`config.mk`:
```
export PLATFORM = sky130hd
export DESIGN_NAME = nmea_gga_field_extractor_top_flat
export DESIGN_NICKNAME = d
export VERILOG_FILES = /design/src/sv/ngfe_pkg.sv /design/src/sv/ngfe_byte_if.sv /design/src/sv/ngfe_item_if.sv /design/src/sv/ngfe_cmd_fifo.sv /design/src/sv/ngfe_front.sv /design/src/sv/ngfe_back.sv /design/src/sv/nmea_gga_field_extractor_top.sv /design/src/flat_wrapper.sv
export VERILOG_INCLUDE_DIRS = /design/src /design/src/sv
export SDC_FILE = /design/constraint.sdc
export NUM_CORES = 1
export LEC_CHECK = 0
export ABC_AREA = 1
export BUFFER_PORTS_ARGS = -buffer_cell sky130_fd_sc_hd__buf_2
export CORE_MARGIN = 5
export CORE_UTILIZATION = 50
export CTS_BUF_LIST = sky130_fd_sc_hd__clkbuf_4
export DETAILED_ROUTE_END_ITERATION = 6
export GPL_TIMING_DRIVEN = 0
export HOLD_SLACK_MARGIN = 0.08
export PLACE_DENSITY = 0.66
export REMOVE_ABC_BUFFERS = 1
export SETUP_SLACK_MARGIN = 0.02
export SLEW_MARGIN = 40
export SYNTH_ARGS = -nofsm -noshare
export SYNTH_HDL_FRONTEND = slang
export SYNTH_SLANG_ARGS = --single-unit
```
`constraint.sdc`:
```
create_clock -name clk_i -period 3.3 [get_ports clk_i]
set_input_delay 0.33 -clock clk_i [delete_from_list [all_inputs] [get_ports clk_i]]
set_output_delay 0.33 -clock clk_i [all_outputs]
set_load 0.01 [all_outputs]
```
`src/sv/assert_macros.svh`:
```
// Assertion macros used by the top level of the sentence parser.
`ifndef ASSERT_MACROS_SVH
`define ASSERT_MACROS_SVH

// Checks a property on every rising edge of clk_i while rst_ni is high.
`define NGFE_ASSERT(lbl, prop, msg) \
  lbl: assert property (@(posedge clk_i) disable iff (!rst_ni) (prop)) else $error(msg);

// Checks that a condition never holds on a rising edge of clk_i while rst_ni is high.
`define NGFE_ASSERT_NEVER(lbl, cond, msg) \
  lbl: assert property (@(posedge clk_i) disable iff (!rst_ni) !(cond)) else $error(msg);

`endif

```
`src/sv/ngfe_pkg.sv`:
```
// Types and constants shared by the sentence parser modules.
package ngfe_pkg;

  localparam int CMD_DEPTH = 4;
  localparam int CMD_PTR_W = 2;
  localparam int CMD_CNT_W = 3;

  localparam logic [7:0] CHAR_DOLLAR = 8'h24;
  localparam logic [7:0] CHAR_G      = 8'h47;
  localparam logic [7:0] CHAR_P      = 8'h50;
  localparam logic [7:0] CHAR_COMMA  = 8'h2C;

  typedef enum logic [3:0] {
    PH_IDLE,
    PH_G1,
    PH_P,
    PH_G2,
    PH_G3,
    PH_ANY,
    PH_SKIP_A,
    PH_SKIP_B,
    PH_CAP1,
    PH_SKIP_C,
    PH_CAP2,
    PH_SKIP_D,
    PH_FIX
  } parse_phase_e;

  typedef enum logic [0:0] {
    BK_EXEC,
    BK_EMIT
  } back_state_e;

  typedef enum logic [2:0] {
    CMD_CLR1,
    CMD_CAP1,
    CMD_CLR2,
    CMD_CAP2,
    CMD_FIX
  } cmd_op_e;

  typedef enum logic [1:0] {
    KIND_FIRST  = 2'd0,
    KIND_SECOND = 2'd1,
    KIND_FIX    = 2'd2
  } item_kind_e;

  typedef struct packed {
    cmd_op_e    op;
    logic [7:0] data;
  } cmd_t;

  typedef struct packed {
    logic valid;
    cmd_t cmd;
  } cmd_req_t;

  typedef struct packed {
    logic full;
    logic empty;
  } fifo_stat_t;

  typedef struct packed {
    item_kind_e kind;
    logic [7:0] char_value;
    logic       truncated;
    logic       last;
  } item_t;

endpackage

```
`src/sv/ngfe_byte_if.sv`:
```
// Channel that carries one received serial word.
interface ngfe_byte_if;
  logic       valid;
  logic       ready;
  logic [7:0] rx_byte;

  modport source (output valid, output rx_byte, input ready);
  modport sink (input valid, input rx_byte, output ready);
endinterface

```
`src/sv/ngfe_item_if.sv`:
```
// Channel that carries one reported result word.
interface ngfe_item_if;
  logic       valid;
  logic       ready;
  logic [1:0] item_kind;
  logic [7:0] char_value;
  logic       truncated;
  logic       last;

  modport source (output valid, output item_kind, output char_value, output truncated,
                  output last, input ready);
  modport sink (input valid, input item_kind, input char_value, input truncated,
                input last, output ready);
endinterface

```
`src/sv/ngfe_cmd_fifo.sv`:
```
// Short command queue between the sentence front end and the field back end.
module ngfe_cmd_fifo (
  input  logic                clk_i,
  input  logic                rst_ni,
  input  ngfe_pkg::cmd_req_t  push_i,
  input  logic                pop_i,
  output ngfe_pkg::cmd_t      head_o,
  output ngfe_pkg::fifo_stat_t stat_o
);

  ngfe_pkg::cmd_t                   slots_q [ngfe_pkg::CMD_DEPTH];
  logic [ngfe_pkg::CMD_PTR_W-1:0]   wr_ptr_q, wr_ptr_d;
  logic [ngfe_pkg::CMD_PTR_W-1:0]   rd_ptr_q, rd_ptr_d;
  logic [ngfe_pkg::CMD_CNT_W-1:0]   count_q, count_d;
  logic                             do_push;
  logic                             do_pop;

  assign stat_o.full  = (count_q == ngfe_pkg::CMD_CNT_W'(ngfe_pkg::CMD_DEPTH));
  assign stat_o.empty = (count_q == '0);
  assign head_o       = slots_q[rd_ptr_q];

  assign do_push = push_i.valid && !stat_o.full;
  assign do_pop  = pop_i && !stat_o.empty;

  always_comb begin
    wr_ptr_d = do_push ? wr_ptr_q + 1'b1 : wr_ptr_q;
    rd_ptr_d = do_pop ? rd_ptr_q + 1'b1 : rd_ptr_q;
    count_d  = count_q;
    if (do_push && !do_pop) begin
      count_d = count_q + 1'b1;
    end else if (do_pop && !do_push) begin
      count_d = count_q - 1'b1;
    end
  end

  always_ff @(posedge clk_i or negedge rst_ni) begin
    if (!rst_ni) begin
      wr_ptr_q <= '0;
      rd_ptr_q <= '0;
      count_q  <= '0;
    end else begin
      wr_ptr_q <= wr_ptr_d;
      rd_ptr_q <= rd_ptr_d;
      count_q  <= count_d;
    end
  end

  always_ff @(posedge clk_i) begin
    if (do_push) begin
      slots_q[wr_ptr_q] <= push_i.cmd;
    end
  end

endmodule

```
`src/sv/ngfe_front.sv`:
```
// Sentence front end: tracks the header and field position and issues commands.
module ngfe_front (
  input  logic                 clk_i,
  input  logic                 rst_ni,
  ngfe_byte_if.sink            rx_i,
  input  ngfe_pkg::fifo_stat_t stat_i,
  output ngfe_pkg::cmd_req_t   push_o
);

  ngfe_pkg::parse_phase_e phase_q, phase_d;
  logic                   accept;
  logic                   comma;
  logic [7:0]             c;

  assign rx_i.ready = !stat_i.full;
  assign accept     = rx_i.valid && rx_i.ready;
  assign c          = rx_i.rx_byte;
  assign comma      = (c == ngfe_pkg::CHAR_COMMA);

  // Next phase.
  always_comb begin
    phase_d = phase_q;
    if (accept) begin
      case (phase_q)
        ngfe_pkg::PH_IDLE:   if (c == ngfe_pkg::CHAR_DOLLAR) phase_d = ngfe_pkg::PH_G1;
        ngfe_pkg::PH_G1:     phase_d = (c == ngfe_pkg::CHAR_G) ? ngfe_pkg::PH_P
                                                                : ngfe_pkg::PH_IDLE;
        ngfe_pkg::PH_P:      phase_d = (c == ngfe_pkg::CHAR_P) ? ngfe_pkg::PH_G2
                                                                : ngfe_pkg::PH_IDLE;
        ngfe_pkg::PH_G2:     phase_d = (c == ngfe_pkg::CHAR_G) ? ngfe_pkg::PH_G3
                                                                : ngfe_pkg::PH_IDLE;
        ngfe_pkg::PH_G3:     phase_d = (c == ngfe_pkg::CHAR_G) ? ngfe_pkg::PH_ANY
                                                                : ngfe_pkg::PH_IDLE;
        ngfe_pkg::PH_ANY:    phase_d = ngfe_pkg::PH_SKIP_A;
        ngfe_pkg::PH_SKIP_A: if (comma) phase_d = ngfe_pkg::PH_SKIP_B;
        ngfe_pkg::PH_SKIP_B: if (comma) phase_d = ngfe_pkg::PH_CAP1;
        ngfe_pkg::PH_CAP1:   if (comma) phase_d = ngfe_pkg::PH_SKIP_C;
        ngfe_pkg::PH_SKIP_C: if (comma) phase_d = ngfe_pkg::PH_CAP2;
        ngfe_pkg::PH_CAP2:   if (comma) phase_d = ngfe_pkg::PH_SKIP_D;
        ngfe_pkg::PH_SKIP_D: if (comma) phase_d = ngfe_pkg::PH_FIX;
        ngfe_pkg::PH_FIX:    phase_d = ngfe_pkg::PH_IDLE;
        default:             phase_d = ngfe_pkg::PH_IDLE;
      endcase
    end
  end

  // Command issued for the accepted word, if any.
  always_comb begin
    push_o.valid    = 1'b0;
    push_o.cmd.op   = ngfe_pkg::CMD_FIX;
    push_o.cmd.data = c;
    case (phase_q)
      ngfe_pkg::PH_SKIP_B: begin
        push_o.valid  = accept && comma;
        push_o.cmd.op = ngfe_pkg::CMD_CLR1;
      end
      ngfe_pkg::PH_CAP1: begin
        push_o.valid  = accept && !comma;
        push_o.cmd.op = ngfe_pkg::CMD_CAP1;
      end
      ngfe_pkg::PH_SKIP_C: begin
        push_o.valid  = accept && comma;
        push_o.cmd.op = ngfe_pkg::CMD_CLR2;
      end
      ngfe_pkg::PH_CAP2: begin
        push_o.valid  = accept && !comma;
        push_o.cmd.op = ngfe_pkg::CMD_CAP2;
      end
      ngfe_pkg::PH_FIX: begin
        push_o.valid  = accept;
        push_o.cmd.op = ngfe_pkg::CMD_FIX;
      end
      default: begin
        push_o.valid = 1'b0;
      end
    endcase
  end

  always_ff @(posedge clk_i or negedge rst_ni) begin
    if (!rst_ni) begin
      phase_q <= ngfe_pkg::PH_IDLE;
    end else begin
      phase_q <= phase_d;
    end
  end

endmodule

```
`src/sv/ngfe_back.sv`:
```
// Field back end: holds the captured fields and plays out the result run.
module ngfe_back #(
  parameter int MAX_FIELD_LEN = 16
) (
  input  logic                 clk_i,
  input  logic                 rst_ni,
  input  ngfe_pkg::cmd_t       head_i,
  input  ngfe_pkg::fifo_stat_t stat_i,
  output logic                 pop_o,
  ngfe_item_if.source          res_o
);

  localparam int LEN_W = $clog2(MAX_FIELD_LEN + 1);
  localparam int IDX_W = (MAX_FIELD_LEN > 1) ? $clog2(MAX_FIELD_LEN) : 1;
  localparam logic [LEN_W-1:0] MaxLen = LEN_W'(MAX_FIELD_LEN);

  ngfe_pkg::back_state_e state_q, state_d;
  ngfe_pkg::item_kind_e  em_kind_q;
  logic [LEN_W-1:0]      em_idx_q;
  logic [LEN_W-1:0]      len1_q, len2_q;
  logic                  ovf1_q, ovf2_q;
  logic [7:0]            fix_q;
  logic [7:0]            mem1 [MAX_FIELD_LEN];
  logic [7:0]            mem2 [MAX_FIELD_LEN];
  logic                  rd_vld_q, out_vld_q;
  ngfe_pkg::item_t       rd_q, out_q;

  logic                  out_free, rd_free;
  logic                  emitting, on_field;
  logic [LEN_W-1:0]      cur_len;
  logic                  has_more;
  logic                  issue_mem, issue_fix;
  logic                  start_run;

  assign out_free = !out_vld_q || res_o.ready;
  assign rd_free  = !rd_vld_q || out_free;
  assign emitting = (state_q == ngfe_pkg::BK_EMIT);
  assign on_field = (em_kind_q != ngfe_pkg::KIND_FIX);
  assign cur_len  = (em_kind_q == ngfe_pkg::KIND_FIRST) ? len1_q : len2_q;
  assign has_more = (em_idx_q < cur_len);

  // Control outputs of the back end.
  always_comb begin
    pop_o     = (state_q == ngfe_pkg::BK_EXEC) && !stat_i.empty;
    issue_mem = emitting && on_field && has_more && rd_free;
    issue_fix = emitting && !on_field && rd_free;
    start_run = pop_o && (head_i.op == ngfe_pkg::CMD_FIX);
  end

  // Next state.
  always_comb begin
    state_d = state_q;
    case (state_q)
      ngfe_pkg::BK_EXEC: if (start_run) state_d = ngfe_pkg::BK_EMIT;
      ngfe_pkg::BK_EMIT: if (issue_fix) state_d = ngfe_pkg::BK_EXEC;
      default:           state_d = ngfe_pkg::BK_EXEC;
    endcase
  end

  always_ff @(posedge clk_i or negedge rst_ni) begin
    if (!rst_ni) begin
      state_q   <= ngfe_pkg::BK_EXEC;
      em_kind_q <= ngfe_pkg::KIND_FIRST;
      em_idx_q  <= '0;
      len1_q    <= '0;
      len2_q    <= '0;
      ovf1_q    <= 1'b0;
      ovf2_q    <= 1'b0;
      rd_vld_q  <= 1'b0;
      out_vld_q <= 1'b0;
    end else begin
      state_q <= state_d;
      if (pop_o) begin
        case (head_i.op)
          ngfe_pkg::CMD_CLR1: begin
            len1_q <= '0;
            ovf1_q <= 1'b0;
          end
          ngfe_pkg::CMD_CAP1: begin
            if (len1_q < MaxLen) len1_q <= len1_q + 1'b1;
            else ovf1_q <= 1'b1;
          end
          ngfe_pkg::CMD_CLR2: begin
            len2_q <= '0;
            ovf2_q <= 1'b0;
          end
          ngfe_pkg::CMD_CAP2: begin
            if (len2_q < MaxLen) len2_q <= len2_q + 1'b1;
            else ovf2_q <= 1'b1;
          end
          default: begin
          end
        endcase
      end
      if (start_run) begin
        em_kind_q <= ngfe_pkg::KIND_FIRST;
        em_idx_q  <= '0;
      end else if (emitting && on_field) begin
        if (issue_mem) begin
          em_idx_q <= em_idx_q + 1'b1;
        end else if (!has_more) begin
          // Field played out: move to the next kind of the run.
          em_kind_q <= (em_kind_q == ngfe_pkg::KIND_FIRST) ? ngfe_pkg::KIND_SECOND
                                                           : ngfe_pkg::KIND_FIX;
          em_idx_q  <= '0;
        end
      end
      if (rd_free) rd_vld_q <= issue_mem || issue_fix;
      if (out_free) out_vld_q <= rd_vld_q;
    end
  end

  always_ff @(posedge clk_i) begin
    if (pop_o && (head_i.op == ngfe_pkg::CMD_CAP1) && (len1_q < MaxLen)) begin
      mem1[len1_q[IDX_W-1:0]] <= head_i.data;
    end
    if (pop_o && (head_i.op == ngfe_pkg::CMD_CAP2) && (len2_q < MaxLen)) begin
      mem2[len2_q[IDX_W-1:0]] <= head_i.data;
    end
    if (start_run) fix_q <= head_i.data;
    if (issue_mem) begin
      rd_q.kind       <= em_kind_q;
      rd_q.char_value <= (em_kind_q == ngfe_pkg::KIND_FIRST) ? mem1[em_idx_q[IDX_W-1:0]]
                                                             : mem2[em_idx_q[IDX_W-1:0]];
      rd_q.truncated  <= (em_kind_q == ngfe_pkg::KIND_FIRST) ? ovf1_q : ovf2_q;
      rd_q.last       <= 1'b0;
    end else if (issue_fix) begin
      rd_q.kind       <= ngfe_pkg::KIND_FIX;
      rd_q.char_value <= fix_q;
      rd_q.truncated  <= 1'b0;
      rd_q.last       <= 1'b1;
    end
    if (out_free && rd_vld_q) out_q <= rd_q;
  end

  assign res_o.valid      = out_vld_q;
  assign res_o.item_kind  = out_q.kind;
  assign res_o.char_value = out_q.char_value;
  assign res_o.truncated  = out_q.truncated;
  assign res_o.last       = out_q.last;

endmodule

```
`src/sv/nmea_gga_field_extractor_top.sv`:
```
// Top level of the GGA sentence field extractor.
// The block takes one received serial word per cycle while the queue is not full and
// follows a "$GPGGA" sentence, with any sixth header character; when the fix character
// arrives it reports the captured latitude characters, then the longitude characters,
// then the fix character, marked last. A front end classifies each word combinationally
// and posts capture and report commands to a four-entry queue; a back end keeps the two
// field buffers and plays out the run, one result per cycle while the sink takes them,
// pausing between fields. While a run of up to 2 * MAX_FIELD_LEN + 1 results plays out
// the back end takes no commands, so input words keep flowing until the queue holds four
// commands and then stall until the run is done. No clearing pass is needed after reset.
`include "assert_macros.svh"

module nmea_gga_field_extractor_top #(
  parameter int MAX_FIELD_LEN = 16
) (
  input logic         clk_i,
  input logic         rst_ni,
  ngfe_byte_if.sink   rx_i,
  ngfe_item_if.source res_o
);

  ngfe_pkg::cmd_req_t   cmd_push;
  ngfe_pkg::cmd_t       cmd_head;
  ngfe_pkg::fifo_stat_t fifo_stat;
  logic                 cmd_pop;
  logic                 last_word_ok;

  ngfe_front u_front (
    .clk_i  (clk_i),
    .rst_ni (rst_ni),
    .rx_i   (rx_i),
    .stat_i (fifo_stat),
    .push_o (cmd_push)
  );

  ngfe_cmd_fifo u_fifo (
    .clk_i  (clk_i),
    .rst_ni (rst_ni),
    .push_i (cmd_push),
    .pop_i  (cmd_pop),
    .head_o (cmd_head),
    .stat_o (fifo_stat)
  );

  ngfe_back #(
    .MAX_FIELD_LEN (MAX_FIELD_LEN)
  ) u_back (
    .clk_i  (clk_i),
    .rst_ni (rst_ni),
    .head_i (cmd_head),
    .stat_i (fifo_stat),
    .pop_o  (cmd_pop),
    .res_o  (res_o)
  );

  assign last_word_ok = (res_o.item_kind == ngfe_pkg::KIND_FIX) && !res_o.truncated;

  // A command is never offered to a full queue, so none is lost.
  `NGFE_ASSERT_NEVER(a_no_push_full, cmd_push.valid && fifo_stat.full, "push into full queue")
  // A command pushed without a pop leaves the queue non-empty.
  `NGFE_ASSERT(a_push_lands, (cmd_push.valid && !cmd_pop) |=> !fifo_stat.empty, "push lost")
  // The word that ends a run is the fix character and never carries a truncation mark.
  `NGFE_ASSERT(a_last_is_fix, (res_o.valid && res_o.last) |-> last_word_ok, "bad last word")

endmodule
```
`src/flat_wrapper.sv`:
```
// flat-port wrapper written by rule: the top's interface ports become plain ports
module nmea_gga_field_extractor_top_flat 
#(
  parameter int MAX_FIELD_LEN = 16
)
  (clk_i, rst_ni, rx_i_valid, rx_i_rx_byte, rx_i_ready, res_o_valid, res_o_item_kind, res_o_char_value, res_o_truncated, res_o_last, res_o_ready);
  ngfe_byte_if rx_i_i ();
  ngfe_item_if res_o_i ();
  input logic clk_i;
  input logic rst_ni;
  input wire logic [$bits(rx_i_i.valid)-1:0] rx_i_valid;
  input wire logic [$bits(rx_i_i.rx_byte)-1:0] rx_i_rx_byte;
  output wire logic [$bits(rx_i_i.ready)-1:0] rx_i_ready;
  output wire logic [$bits(res_o_i.valid)-1:0] res_o_valid;
  output wire logic [$bits(res_o_i.item_kind)-1:0] res_o_item_kind;
  output wire logic [$bits(res_o_i.char_value)-1:0] res_o_char_value;
  output wire logic [$bits(res_o_i.truncated)-1:0] res_o_truncated;
  output wire logic [$bits(res_o_i.last)-1:0] res_o_last;
  input wire logic [$bits(res_o_i.ready)-1:0] res_o_ready;
  assign rx_i_i.valid = rx_i_valid;
  assign rx_i_i.rx_byte = rx_i_rx_byte;
  assign rx_i_ready = rx_i_i.ready;
  assign res_o_valid = res_o_i.valid;
  assign res_o_item_kind = res_o_i.item_kind;
  assign res_o_char_value = res_o_i.char_value;
  assign res_o_truncated = res_o_i.truncated;
  assign res_o_last = res_o_i.last;
  assign res_o_i.ready = res_o_ready;
  nmea_gga_field_extractor_top #(.MAX_FIELD_LEN(MAX_FIELD_LEN)) u_core (.clk_i(clk_i), .rst_ni(rst_ni), .rx_i(rx_i_i), .res_o(res_o_i));
endmodule
```
# Word-level counts from Yosys, hierarchy flattened
# Memories as Yosys holds them, arrays and structs flattened.
# Index checks and enable logic that the tools add are counted.
# totals
ff_bits	65
latch_bits	0
mem_bits_rw	300
mem_bits_ro	0
out_inout_bits	14
memories	3
# classes
n_addsub	7
n_mul	0
div_mod_pow	0
order_cmp	3
eq_ne	36
n_shift	0
mux	47
n_bitwise	1
n_reduce_logical	48
# memory_table
memory	depth	width	read_ports	rd_ports_with_merged_regs	write_ports	line_no	text
u_core.u_back.mem1	16	8	1	0	1	ngfe_back.sv:23	logic [7:0] mem1 [MAX_FIELD_LEN];
u_core.u_back.mem2	16	8	1	0	1	ngfe_back.sv:24	logic [7:0] mem2 [MAX_FIELD_LEN];
u_core.u_fifo.slots_q	4	11	1	0	1	ngfe_cmd_fifo.sv:11	ngfe_pkg::cmd_t slots_q [ngfe_pkg::CMD_DEPTH];
# ops
operator	count
$pmux W4 S12	1
$mux W5	7
$mux W4	7
$mux W12	2
$ne A2 B2 Y1 const B	12
$eq A4 B4 Y1 const B	5
$pmux W5 S2	2
$logic_and A1 B1 Y1	19
$eq A4 B3 Y1 const B	4
$eq A8 B6 Y1 const B	2
$eq A8 B7 Y1 const B	2
$add A5 B1 Y5 const B	3
$reduce_and A3 Y1	5
$mux W2	7
$mux W3	4
$pmux W3 S4	1
$mux W1	11
$lt A5 B5 Y1 const B	2
$reduce_bool A2 Y1	5
$eq A4 B2 Y1 const B	2
$logic_not A1 Y1	8
$mux W8	1
$reduce_and A8 Y1	1
$eq A3 B2 Y1 const B	2
18 further kinds	27

# Longest topological paths before layout
# depth
word_depth	10
ltp_mapped	15
mapped_depth_nobuf	15

# Cells and area by module
# Synthesis repeated with hierarchy kept, for this count alone.
# unflattened
hier_cells	1547
hier_area_um2	16084.2
# by_module_without_submodules
mod	instances	cells_each	area_per_inst_um2	seq_area_each_um2
ngfe_back	1	1247	13295.3	9188.8
ngfe_cmd_fifo	1	189	2207.1	1496.4
ngfe_front	1	111	581.8	100.1

# Least setup slack after synthesis
# OpenSTA, ideal clock, no wires.
# synth_path
kind	flip-flop to flip-flop
start	register u_core.u_back.em_kind_q[1]
end	register u_core.u_back.rd_q[10] in the netlist's numbering (enable)
setup_time_ns	0.347
t_arrival_ns	2.092
path_slack_ns	0.860
path_stages_with_launch	10
path_buffers	1
path_cell_list	dfrtp_1 > nor2_4 > clkbuf_1 > o21ai_0 > ha_1 > a21oi_1 > nor2_1 > nor3_1 > nand3_2 > nand2_1
# synth_via
elab_chain_len	6
elab_cells_between_ends	11
cone_classes	1 x order compare; 1 x eq/ne; 1 x mux; 8 x reduce/logical
# synth_lines
element	line_no	text
from (decl)	ngfe_back.sv:18	ngfe_pkg::item_kind_e em_kind_q;
from (signal assigned)	ngfe_back.sv:63	em_kind_q <= ngfe_pkg::KIND_FIRST;
from (signal assigned)	ngfe_back.sv:96	em_kind_q <= ngfe_pkg::KIND_FIRST;
from (signal assigned)	ngfe_back.sv:103	em_kind_q <= (em_kind_q == ngfe_pkg::KIND_FIRST) ? ngfe_pkg::KIND_SECOND
$logic_not A2 Y1	ngfe_back.sv:39	assign cur_len = (em_kind_q == ngfe_pkg::KIND_FIRST) ? len1_q : len2_q;
$mux W5	ngfe_back.sv:39	
$lt A5 B5 Y1	ngfe_back.sv:40	assign has_more = (em_idx_q < cur_len);
$logic_and A1 B1 Y1 (2 in series)	ngfe_back.sv:45	issue_mem = emitting && on_field && has_more && rd_free;
$reduce_bool A2 Y1 (no source line) *	-	
to (decl)	ngfe_back.sv:26	ngfe_pkg::item_t rd_q, out_q;
# Every way passes the cells marked *; elsewhere a longest branch is shown, timed or not.
# A chain may end at the register's enable or synchronous reset.

# Worst setup path in the final report
# layout_path
start	register u_core.u_fifo.rd_ptr_q[0] in the netlist's numbering
end	memory u_core.u_back.mem2[3][1] (enable)
# layout_via
elab_chain_len	6
# layout_lines
element	line_no	text
from (decl)	ngfe_cmd_fifo.sv:13	logic [ngfe_pkg::CMD_PTR_W-1:0] rd_ptr_q, rd_ptr_d;
from (signal assigned)	ngfe_cmd_fifo.sv:43	rd_ptr_q <= rd_ptr_d;
$mem_v2 Z4 W11	-	
$eq A3 B2 Y1	ngfe_back.sv:117	if (pop_o && (head_i.op == ngfe_pkg::CMD_CAP2) && (len2_q < MaxLen)) begin
$logic_and A1 B1 Y1 (2 in series)	ngfe_back.sv:117	
$mux W1	ngfe_back.sv:117	
$mux W1 (implied by the code)	ngfe_back.sv:118	mem2[len2_q[IDX_W-1:0]] <= head_i.data;
to (decl)	ngfe_back.sv:24	
# Every way passes these cells.

==> results by group <==
Floorplanning
  – Starting Density: 50.2%
  – Num ports: 26
  – Die X: 190 um
  – Rows: between 60 and 70
  – Core region area: 0.0323 mm2
  – Die Area: roughly 0.036 mm2
  – Die height: 190 um

Cells and area
  – Multi-input logic area: 0.00439 mm2
  – # fillers: between 2000 and 3000
  – Total Nets Final: 1639
  – Final Util: 56.8%
  – Non-Filler Instances: 2106
  – Area Overhead vs Synth: 13.2%
  – Layout cell share with drive strength beyond 1: 18.5%
  – Final instance area: 0.0183 mm2
  – FF/Latch Area: about 0.011 mm2

STA
  – Worst-Margin Slew: 0.824 ns
  – Unrepaired setup endpoints after global routing: no
  – Fmax: 347 MHz
  – Setup TNS: 0 ns
  – Hold Violations, Final: 0
  – Final period util: 87.4%
  – Clock skew: 0.0467 ns
  – Relative slew slack: 44.8%
  – Final Setup Violations: 0
  – Final WS setup: roughly 0.42 ns
  – Final slew viol count: 0
  – Hold WS: 0.116 ns
  – Minimum clock period: 2.88 ns

CTS
  – CTS root buf: clkbuf_4
  – Clock Tree Buf Depth: 3
  – Number of buffers created by CTS: 92
  – Clk pin slew, worst setup/hold paths: 0.07 ns
  – CTS tree: built
  – CTS sink cnt: 365
  – Clk_lat worst skew: 0.73 ns
  – H-tree levels: 3
  – Setup bufs post-CTS: 0

Placement
  – Placed cell count: about 2000
  – Area post-placement: 0.0170 mm2
  – DP Worst Slack: 0.0324 ns
  – IO Port Bufs: 25
  – Global placement routability congestion: 0.836
  – Detail Placement HPWL: about 22 mm

Setup path
  – Crit-path cells: inv_2 > nand2_1 > nand3_1 > nand2_2 > inv_2 > nor2_4 > nand2_2 > nor2_4 > nand3_2 > nor2_1
  – CP startpoint: u_core.u_fifo.rd_ptr_q[0]$_DFFE_PN0P_
  – CP startpoint kind: flop
  – Worst setup path class: reg2reg
  – Crit. End Element: flop
  – Critical Path AT: 3.20 ns
  – Worst-path fanout max: 24
  – R2r startpoint: u_core.u_fifo.rd_ptr_q[0]$_DFFE_PN0P_
  – CP max stage cell: dfrtp_2
  – CP required: 3.62 ns
  – CP peak stage delay: 0.65 ns

Power and ir drop
  – Pwr/cell area: 877 mW/mm2
  – P_leak: 7.59 nW
  – Final Total Pwr: ~16 mW
  – Max VDD drop: 0.567 mV

Global route
  – Total GRT Usage: 19.9%
  – Grt total ovfl: 0
  – First-pass GRT wire length: 56.1 mm
  – Vias in the first global route: approximately 11000
  – Initial antenna violation count: 1
  – Largest net degree at the start of global routing: 100

Routing
  – Total Routed Length: 35.5 mm
  – DRT Pass-1 Iters: 5
  – Vias per cell: 5.08
  – Detailed Route Iter0 Violations: 752
  – Via count: 10693
  – Wirelength per Cell: 16.9 um
  – Antenna viol nets, final: 0
  – DRC: 0

Logic synthesis
  – Sequential area share after synthesis: about two thirds
  – Syn Area/Cell: between 10 and 15 um2
  – Mapped Area: ~0.016 mm2
  – Netlist cell types: 40
  – Post-synthesis cell count: ~1500
  – Ys Warns: 0
  – Yosys reg bits: 365

Worst hold path
  – Hold crit path type: in2async

Run
  – Max cap viols: 0

Outcome
  – Outcome: finished clean
## power breakdown
group          leakage (nW)  internal [mW]  switching, mW
clock                 0.694           2.12           1.72
combinational          3.48           1.61           3.79
sequential             3.42           6.43          0.418
total                  7.59           10.1           5.93
## flip-flops by register name (all words and copies together) (netlist names)
| register | cells |
|---|---|
| u_core.u_back.ovf2_q | 1 |
| u_core.u_fifo.slots_q | 44 |
| u_core.u_back.ovf1_q | 1 |
| u_core.u_back.res_o.valid | 1 |
| u_core.u_back.res_o.last | 1 |
| u_core.u_fifo.count_q | 3 |
| u_core.u_back.mem2 | 128 |
| u_core.u_front.phase_q | 4 |
| u_core.u_back.rd_q | 12 |
| u_core.u_back.rd_vld_q | 1 |
| u_core.u_back.len2_q | 5 |
| u_core.u_back.emitting | 1 |
| u_core.u_back.em_idx_q | 5 |
| u_core.u_back.fix_q | 8 |
| u_core.u_fifo.rd_ptr_q | 2 |
| u_core.u_back.em_kind_q | 2 |
| u_core.u_back.len1_q | 5 |
| u_core.u_back.mem1 | 128 |
| u_core.u_fifo.wr_ptr_q | 2 |
| u_core.u_back.res_o.char_value | 8 |
| u_core.u_back.res_o.item_kind | 2 |
| u_core.u_back.res_o.truncated | 1 |
## final timing paths
kind                       cells after the start                                     endpoint  slack (ns)
setup / recovery                              10           u_core.u_back.mem2[3][1]$_DFFE_PP_        0.42
hold / removal                                 2          u_core.u_back.len2_q[4]$_DFFE_PN0P_        0.12
setup reg to reg                              10           u_core.u_back.mem2[3][1]$_DFFE_PP_        0.42
hold reg to reg                                0  u_core.u_back.res_o.char_value[2]$_DFFE_PP_        0.41
max in group asynchronous                      2        u_core.u_back.em_idx_q[1]$_DFFE_PN0P_        2.80
min in group clk_i                             2        u_core.u_fifo.slots_q[3][4]$_DFFE_PP_        0.40
## cell families (layout without fill, tap and decap cells)
group | after synthesis | count (layout) | share of synthesized area, %
AND/OR/NAND/NOR | 762 | 762 | 21.7
flip-flops | 365 | 365 | 66.6
buffers and inverters | 306 | 441 | 7.45
AO/OA/AOI/OAI | 70 | 70 | 2.44
adder cells (fa/ha/maj) | 19 | 19 | 1.51
XOR/XNOR | 6 | 6 | 0.324
other | 0 | 1 | 0
## cells in the mapped netlist, drive strengths merged
library cell  number  area share (%)
nor3b              1           0.046
buf               35             1.1
inv              241             5.6
fa                 1            0.12
ha                18             1.4
nand4              6            0.32
o22ai              9            0.35
nand3            272             8.8
edfxtp           331              61
nand2            350             8.4
nor2              81             2.1
o21ai             39             1.3
o211ai             8            0.37
a21oi             12            0.37
dfrtp             33             5.1
o2111ai            1           0.054
xnor2              1           0.054
clkinv             1           0.023
o31ai              1           0.046
xor2               5            0.27
or2               45             1.7
dfxtp              1            0.12
clkbuf            29            0.67
nor3               7            0.22
## worst max-delay path, delay by kind of cell, from the launching register on
kind | cells | cell delay (ns)
DFF | 1 | 0.65
and+or+nand+nor | 8 | 1.47
buffers and inverters | 2 | 0.35
## routing by layer
metal,GRT usage (%),vias to the layer above,routed length [um]
met5,0,-,0
met4,7.26,0,819
met3,3.72,58,1880
met2,32.5,281,17300
met1,26.9,5094,15500
li1,-,5260,-
## cell type report
class / count / share of cell area (%)
sequential: 365 / 58.9
clock inverter: 11 / 0.703
timing repair buffer: 50 / 2.69
clock buffer: 138 / 5.65
antenna: 1 / 0.0137
multi-input combinational: 857 / 23.9
tap: 442 / 3.02
inverter: 242 / 5.07
## placed cells by master (no fill, tap or decap), types with 3 or more instances in the layout
cell type / count
a21oi_1: 11
buf_12: 4
buf_2: 24
buf_8: 8
bufinv_16: 3
clkbuf_4: 138
clkinv_1: 6
dfrtp_1: 28
dfrtp_4: 3
dlygate4sd3_1: 11
edfxtp_1: 331
ha_1: 18
inv_1: 230
inv_2: 8
nand2_1: 341
nand2_2: 3
nand2_4: 6
nand3_1: 261
nand3_2: 10
nand4_1: 5
nor2_1: 49
nor2_2: 27
nor2_4: 5
nor3_1: 6
o211ai_1: 8
o21ai_0: 32
o21ai_1: 5
o22ai_4: 8
or2_2: 44
xor2_1: 5
## repair_timing
item / in CTS / in global routing
gates resized for setup: 4 / 0
hold buffers: 11 / 0
endpoints found under the hold margin: 68 / 0
setup endpoints to repair: 17 / 0
Note: power is estimated with default switching activity, not from simulation.
